[src/aap_pkg.sv]
package aap_pkg;

  localparam int POS_W = 7;
  localparam int OUTW_REG_W = 5;
  localparam int PIX_W = 8;
  localparam int SUM_W = 20;
  localparam int K_W = 14;
  localparam int NUM_W = 22;
  localparam int DEN_W = 15;
  localparam int DIV_CNT_W = $clog2(NUM_W + 1);
  localparam int CFG_IDX_W = 3;
  localparam int CFG_DATA_W = 7;
  localparam int ROW_W = 6;
  localparam int COL_W = 4;
  localparam int CHAN_W = 6;

  typedef enum logic [CFG_IDX_W-1:0] {
    REG_IN_HEIGHT  = 3'd0,
    REG_IN_WIDTH   = 3'd1,
    REG_CHANNELS   = 3'd2,
    REG_OUT_HEIGHT = 3'd3,
    REG_OUT_WIDTH  = 3'd4
  } cfg_reg_t;

  typedef struct packed {
    logic             start;
    logic [NUM_W-1:0] num;
    logic [DEN_W-1:0] den;
  } div_req_t;

  typedef struct packed {
    logic             done;
    logic [NUM_W-1:0] quot;
    logic [DEN_W-1:0] rem;
  } div_rsp_t;

endpackage

[src/aap_div.sv]
module aap_div import aap_pkg::*; (
  input  logic     clk,
  input  logic     rst,
  input  div_req_t req,
  output div_rsp_t rsp
);

  logic                 busy;
  logic [DIV_CNT_W-1:0] cnt;
  logic [NUM_W-1:0]     quot;
  logic [DEN_W-1:0]     rem;
  logic [DEN_W-1:0]     den;
  logic                 done;
  logic [DEN_W:0]       trial;
  logic                 fits;

  assign trial = {rem, quot[NUM_W-1]};
  assign fits = trial >= {1'b0, den};

  always_ff @(posedge clk) begin
    if (rst) begin
      busy <= 1'b0;
      done <= 1'b0;
      cnt <= '0;
    end else begin
      done <= 1'b0;
      if (req.start) begin
        busy <= 1'b1;
        cnt <= DIV_CNT_W'(NUM_W);
      end else if (busy) begin
        cnt <= cnt - 1'b1;
        if (cnt == DIV_CNT_W'(1)) begin
          busy <= 1'b0;
          done <= 1'b1;
        end
      end
    end
  end

  always_ff @(posedge clk) begin
    if (req.start) begin
      quot <= req.num;
      rem <= '0;
      den <= req.den;
    end else if (busy) begin
      quot <= {quot[NUM_W-2:0], fits};
      rem <= fits ? DEN_W'(trial - {1'b0, den}) : trial[DEN_W-1:0];
    end
  end

  assign rsp.done = done;
  assign rsp.quot = quot;
  assign rsp.rem = rem;

endmodule

[config.mk]
export PLATFORM = sky130hd
export DESIGN_NAME = aap_div
export DESIGN_NICKNAME = d
export VERILOG_FILES = /design/src/aap_pkg.sv /design/src/aap_div.sv
export SDC_FILE = /design/constraint.sdc
export NUM_CORES = 1
export LEC_CHECK = 0
export BUFFER_PORTS_ARGS = -buffer_cell sky130_fd_sc_hd__clkbuf_2
export CAP_MARGIN = 20
export CELL_PAD_IN_SITES_DETAIL_PLACEMENT = 1
export CELL_PAD_IN_SITES_GLOBAL_PLACEMENT = 1
export CORE_MARGIN = 4
export CORE_UTILIZATION = 37
export CTS_CLUSTER_DIAMETER = 100
export DETAILED_ROUTE_END_ITERATION = 8
export GPL_TIMING_DRIVEN = 0
export HOLD_SLACK_MARGIN = 0.05
export PLACE_DENSITY_LB_ADDON = 0.1
export SLEW_MARGIN = 5
export SYNTH_ARGS = -nofsm -noshare
export SYNTH_HDL_FRONTEND = slang
export SYNTH_SLANG_ARGS = --single-unit
export TNS_END_PERCENT = 100
[constraint.sdc]
create_clock -name clk -period 2.37 [get_ports clk]
set_clock_uncertainty 0.15 [all_clocks]
set_input_delay 0.1185 -clock clk [delete_from_list [all_inputs] [get_ports clk]]
set_output_delay 0.1185 -clock clk [all_outputs]
set_load 0.02 [all_outputs]
-- Yosys cells after proc, flatten, opt, wreduce, memory -nomap -nowiden
Cells that the tools add are included.
- add/sub/neg operators: 2
- multipliers: 0
- divide/modulo/power cells: 0
- order comparisons: 1
- eq/ne operators: 1
- shifts and indexed selects: 0
- muxes and demuxes: 9
- bitwise logic cells: 1
- reductions and logical operators: 3
- operator list (kind ; count):
    $mux W22 ; 2
    $ge A16 B15 Y1 ; 1
    $mux W15 ; 1
    $sub A15 B15 Y15 ; 1
    $mux W5 ; 2
    $eq A5 B1 Y1 const B ; 1
    $sub A5 B1 Y5 const B ; 1
    $mux W1 ; 4
    $reduce_or A3 Y1 ; 1
    $reduce_bool A2 Y1 ; 1
    $reduce_or A2 Y1 ; 1
    $not A1 Y1 ; 1
- bits in registers: 59
- latch bits: 0
- memory bits (writable): 0
- ROM bits: 0
- bits of input ports: 40
- word-level logic and storage cells: 24
- memories kept: 0

-- Logic depth before layout (Yosys ltp)
- word-level depth: 4
- gate-level depth with buffers: 11

-- Worst setup path before layout
Ideal clock, no wire load.
- path kind: flip-flop to flip-flop
- from: reg quot[21]
- to: reg rem[14]
- data arrival time: 2431 ps
- data required time: 2104 ps
- setup slack: -327 ps
- cell stages (with the launch flop): 12
- period minus slack after synthesis: 2697 ps
- path through: edfxtp_1 -> inv_1 -> ha_1 -> fa_1 -> nand2b_1 -> a21oi_2 -> a41o_1 -> a21oi_1 -> o31ai_2 -> buf_2 -> o21ai_1 -> a31o_1
- word-level cells in the longest chain between the ends: 2
- elaborated cells on any way between the ends: 3
- RTL lines (element ; RTL line ; text):
    start, declared ; aap_div.sv:10 ; logic [NUM_W-1:0] quot;
    start signal, assigned ; aap_div.sv:42 ; quot <= req.num;
    start signal, assigned ; aap_div.sv:46 ; quot <= {quot[NUM_W-2:0], fits};
    $sub A15 B15 Y15 / $ge A16 B15 Y1 (equally long branches) ; aap_div.sv:47, aap_div.sv:18 ;
    $mux W15 * ; aap_div.sv:47 ; rem <= fits ? DEN_W'(trial - {1'b0, den}) : trial[DEN_W-1:0];
    end signal, assigned ; aap_div.sv:47 ;
    end, declared ; aap_div.sv:11 ; logic [DEN_W-1:0] rem;
Mark *: on every way between the ends. The rest lies on a longest branch, timed or not.
A chain may end at the register's enable or synchronous reset.

-- Worst setup path in the final report
- from: reg den[0]
- to: reg rem[4]
- word-level cells in the longest chain between the ends: 2
- elaborated cells on any way between the ends: 3
- RTL lines (element ; RTL line ; text):
    start, declared ; aap_div.sv:12 ; logic [DEN_W-1:0] den;
    start signal, assigned ; aap_div.sv:44 ; den <= req.den;
    $sub A15 B15 Y15 / $ge A16 B15 Y1 (equally long branches) ; aap_div.sv:47, aap_div.sv:18 ;
    $mux W15 * ; aap_div.sv:47 ;
Marked as above.

==> results_dict.tcl <==
set metrics [dict create \
    outcome "finished with violations" \
    violations "setup timing" \
    dp_cells 466 \
    synth_edf_count 37 \
    ys.flop_type "edfxtp_1" \
    nets 476 \
    routed_wl_mm 8.615 \
    cp_max_fo 5 \
    switching_power_uw 853.7 \
    first_global_vias 2917 \
    arrival_ns 2.64 \
    netlist_area_mm2 0.003143 \
    worstMarginPinSlew_ns 0.6579 \
    ios 78 \
    gp_congestion 0.7563 \
    grtUsageTotal_pct 18.24 \
    hold_ws_ns 0.2332 \
    first_iter_violations 39 \
    drv_slew 0 \
    min_to "den[13]$_DFFE_PP_" \
    core_area_mm2 0.008258 \
    place_ws_ns -0.4228 \
    reg2regPathDepth 10 \
    rr_endpoint "rem[4]$_SDFFE_PP0P_" \
    startpoint_type "flip-flop" \
    synthArstFlopShare_pct 0 \
    drc 0 \
    synthDistinctLibCells 45 \
    ys_warn_count 0 \
    required_ns 2.41 \
    clk_pin_slew_ns 0.07 \
    cts_buffers 9 \
    relSlewSlack_pct 56.09 \
    max-clock-path-buffers 2 \
    hold_path_startpoint "req[37]" \
    drive_above_1_share_pct 34.28 \
    tns_ns -2.429 \
    dp_hpwl_mm 5.893 \
    fin_util_pct 53.20 \
    synth_nets 342 \
    grt_max_degree 23 \
    timing.final.crit_share_pct 109.7 \
    clock_latency_ns 0.34 \
    num_rows 33 \
    firstDrtPassIters 4 \
    finalSetupViolations 15 \
    netlist_instances 284 \
    die-area_mm2 0.01003 \
    ant_nets 0 \
    chipHeight_um 100.2 \
    avgSynthCellArea_um2 11.07 \
    leakage_nw 1.866 \
    min_path_type "input port to flip-flop" \
    antenna_found_initial 0 \
    p_int_mw 2.100 \
    grt-ovfl-total 0 \
    cts_max_level 3 \
    cap_violations 0 \
    stdcell_area_mm2 0.004393 \
    cts.sinks 59 \
    initial_core_util_pct 38.06 \
    die_x_um 100.2 \
    min_period_ns 2.600 \
    ys_ff_latch 59 \
    dr_total_vias 2660 \
    grt_pass1_wl_mm 14.36 \
    worst_slack_ns -0.2298 \
    power.share.clock_pct 33.7 \
    vdd_drop_max_v 0.0003092 \
    port-buffer-count 77 \
    cp-end-kind "flip-flop" \
    p_total_mw 2.954 \
    hold_viol 0 \
    root_buffer "clkbuf_8" \
    rsz0062_at_grt "yes" \
    via_per_inst 5.038 \
    pwr-share-comb_pct 24.2 \
    antenna_cells 0 \
    swShare_pct 28.90 \
    cts_tree "yes" \
    r2r_setup_slack_ns -0.23 \
    dpl_cell_area_mm2 0.003697 \
    area_growth_pct 39.77 \
    hold-path-cell-count 1 \
    ys_seq_area_share_pct 49.36 \
    wl_per_cell_um 16.32 \
    final_cells 528 \
    fmaxAchievable_ghz 0.3847 \
    power.density_mw_per_mm2 672.4 \
    worstSetupPathType "flip-flop to flip-flop" \
    pwr-share-seq_pct 42.1 \
    r2r_start "den[0]$_DFFE_PP_" \
]
-- sequential cells by signal, indices dropped and copies added, names as in the netlist --
name / cells
rem: 15
den: 15
quot: 22
busy: 1
done: 1
cnt: 5
-- power by group through the flow --
stage	sequential, mW	combinational [mW]	clock, mW
2_1_floorplan	1.33	0.369	0
3_3_place_gp	1.26	0.612	0
3_5_place_dp	1.27	0.622	0
4_1_cts	1.25	0.698	1.03
5_1_grt	1.26	0.791	1.08
6_report	1.24	0.714	0.995
-- kinds of logic after synthesis --
| kind of cell | count (synthesis) | synth area share, % |
|---|---|---|
| buffers and inverters | 34 | 4.737 |
| AO/OA/AOI/OAI | 61 | 13.93 |
| AND/OR/NAND/NOR | 65 | 9.315 |
| adder cells (fa/ha/maj) | 18 | 7.404 |
| multiplexers | 32 | 11.07 |
| XOR/XNOR | 15 | 4.180 |
| flip-flops | 59 | 49.36 |
-- per-layer routing --
metal  share of wire (%)  vias to the layer above  track usage (%)
met2                  51                       75            32.42
met4                 1.7                        0            5.389
met1                  42                     1279            20.77
met3                 5.5                       13            5.976
met5                   0                        -                0
li1                    -                     1293                -
-- worst max-delay path, stage by stage (launching register included) --
cell,delay [ns]
edfxtp_1,0.43
ha_4,0.19
fa_2,0.36
nand2b_4,0.15
a21oi_4,0.14
a41o_1,0.13
a21oi_2,0.07
o31ai_4,0.27
buf_4,0.24
mux2i_1,0.23
a211oi_1,0.10
-- Yosys cell counts, types with 3 or more instances --
cell type / number / area (um2)
inv_1: 20 / 75.07
nor3_1: 5 / 25.02
xor2_1: 7 / 61.31
dfxtp_1: 22 / 440.4
buf_1: 6 / 22.52
nand2_1: 18 / 67.56
edfxtp_1: 37 / 1111
mux2i_1: 10 / 100.1
nand3_1: 5 / 25.02
o21ai_0: 6 / 30.03
o211ai_1: 3 / 22.52
a211oi_1: 9 / 67.56
a21oi_1: 19 / 95.09
ha_1: 17 / 212.7
mux2_2: 22 / 247.7
xnor2_1: 8 / 70.07
nand2b_1: 5 / 31.28
a21o_1: 4 / 30.03
clkbuf_1: 3 / 11.26
nor2_1: 26 / 97.59
-- how the worst max path moves through the flow --
| stage | startpoint | cells after the start | end |
|---|---|---|---|
| floorplan | quot[21]$_DFFE_PP_ | 11 | rem[10]$_SDFFE_PP0P_ |
| global placement | quot[21]$_DFFE_PP_ | 11 | rem[2]$_SDFFE_PP0P_ |
| detailed placement | quot[21]$_DFFE_PP_ | 11 | rem[2]$_SDFFE_PP0P_ |
| CTS | quot[21]$_DFFE_PP_ | 11 | rem[4]$_SDFFE_PP0P_ |
| global route | quot[21]$_DFFE_PP_ | 11 | rem[4]$_SDFFE_PP0P_ |
| finish | den[0]$_DFFE_PP_ | 10 | rem[4]$_SDFFE_PP0P_ |
-- cell type report --
type | count | area, um2
Fill cell | 923 | 3865
Sequential cell | 59 | 1554
Multi-Input combinational cell | 191 | 1518
Timing Repair Buffer | 122 | 818.3
Clock buffer | 11 | 131.4
Tap cell | 105 | 131.4
Inverter | 20 | 78.83
Clock inverter | 5 | 77.57
Buffer | 14 | 76.32
Timing Repair inverter | 1 | 7.507
-- what timing repair did --
item                       4_1_cts  5_1_grt
resized for setup                5        9
cloned                           1        1
pin swaps                        5        1
setup buffers                    4        2
hold buffers                    38        0
setup endpoints to repair       16       38
hold endpoints to repair        44        0
-- cells in the final DEF (no fill, tap or decap), types with 9 or more instances in the layout --
| master | count |
|---|---|
| nand2_1 | 18 |
| ha_1 | 16 |
| nor2_1 | 25 |
| a21oi_1 | 18 |
| inv_1 | 18 |
| mux2_2 | 22 |
| dlygate4sd3_1 | 38 |
| clkbuf_8 | 9 |
| buf_4 | 9 |
| dfxtp_1 | 20 |
| clkbuf_2 | 77 |
| edfxtp_1 | 37 |
Note: power is estimated with default switching activity, not from simulation.
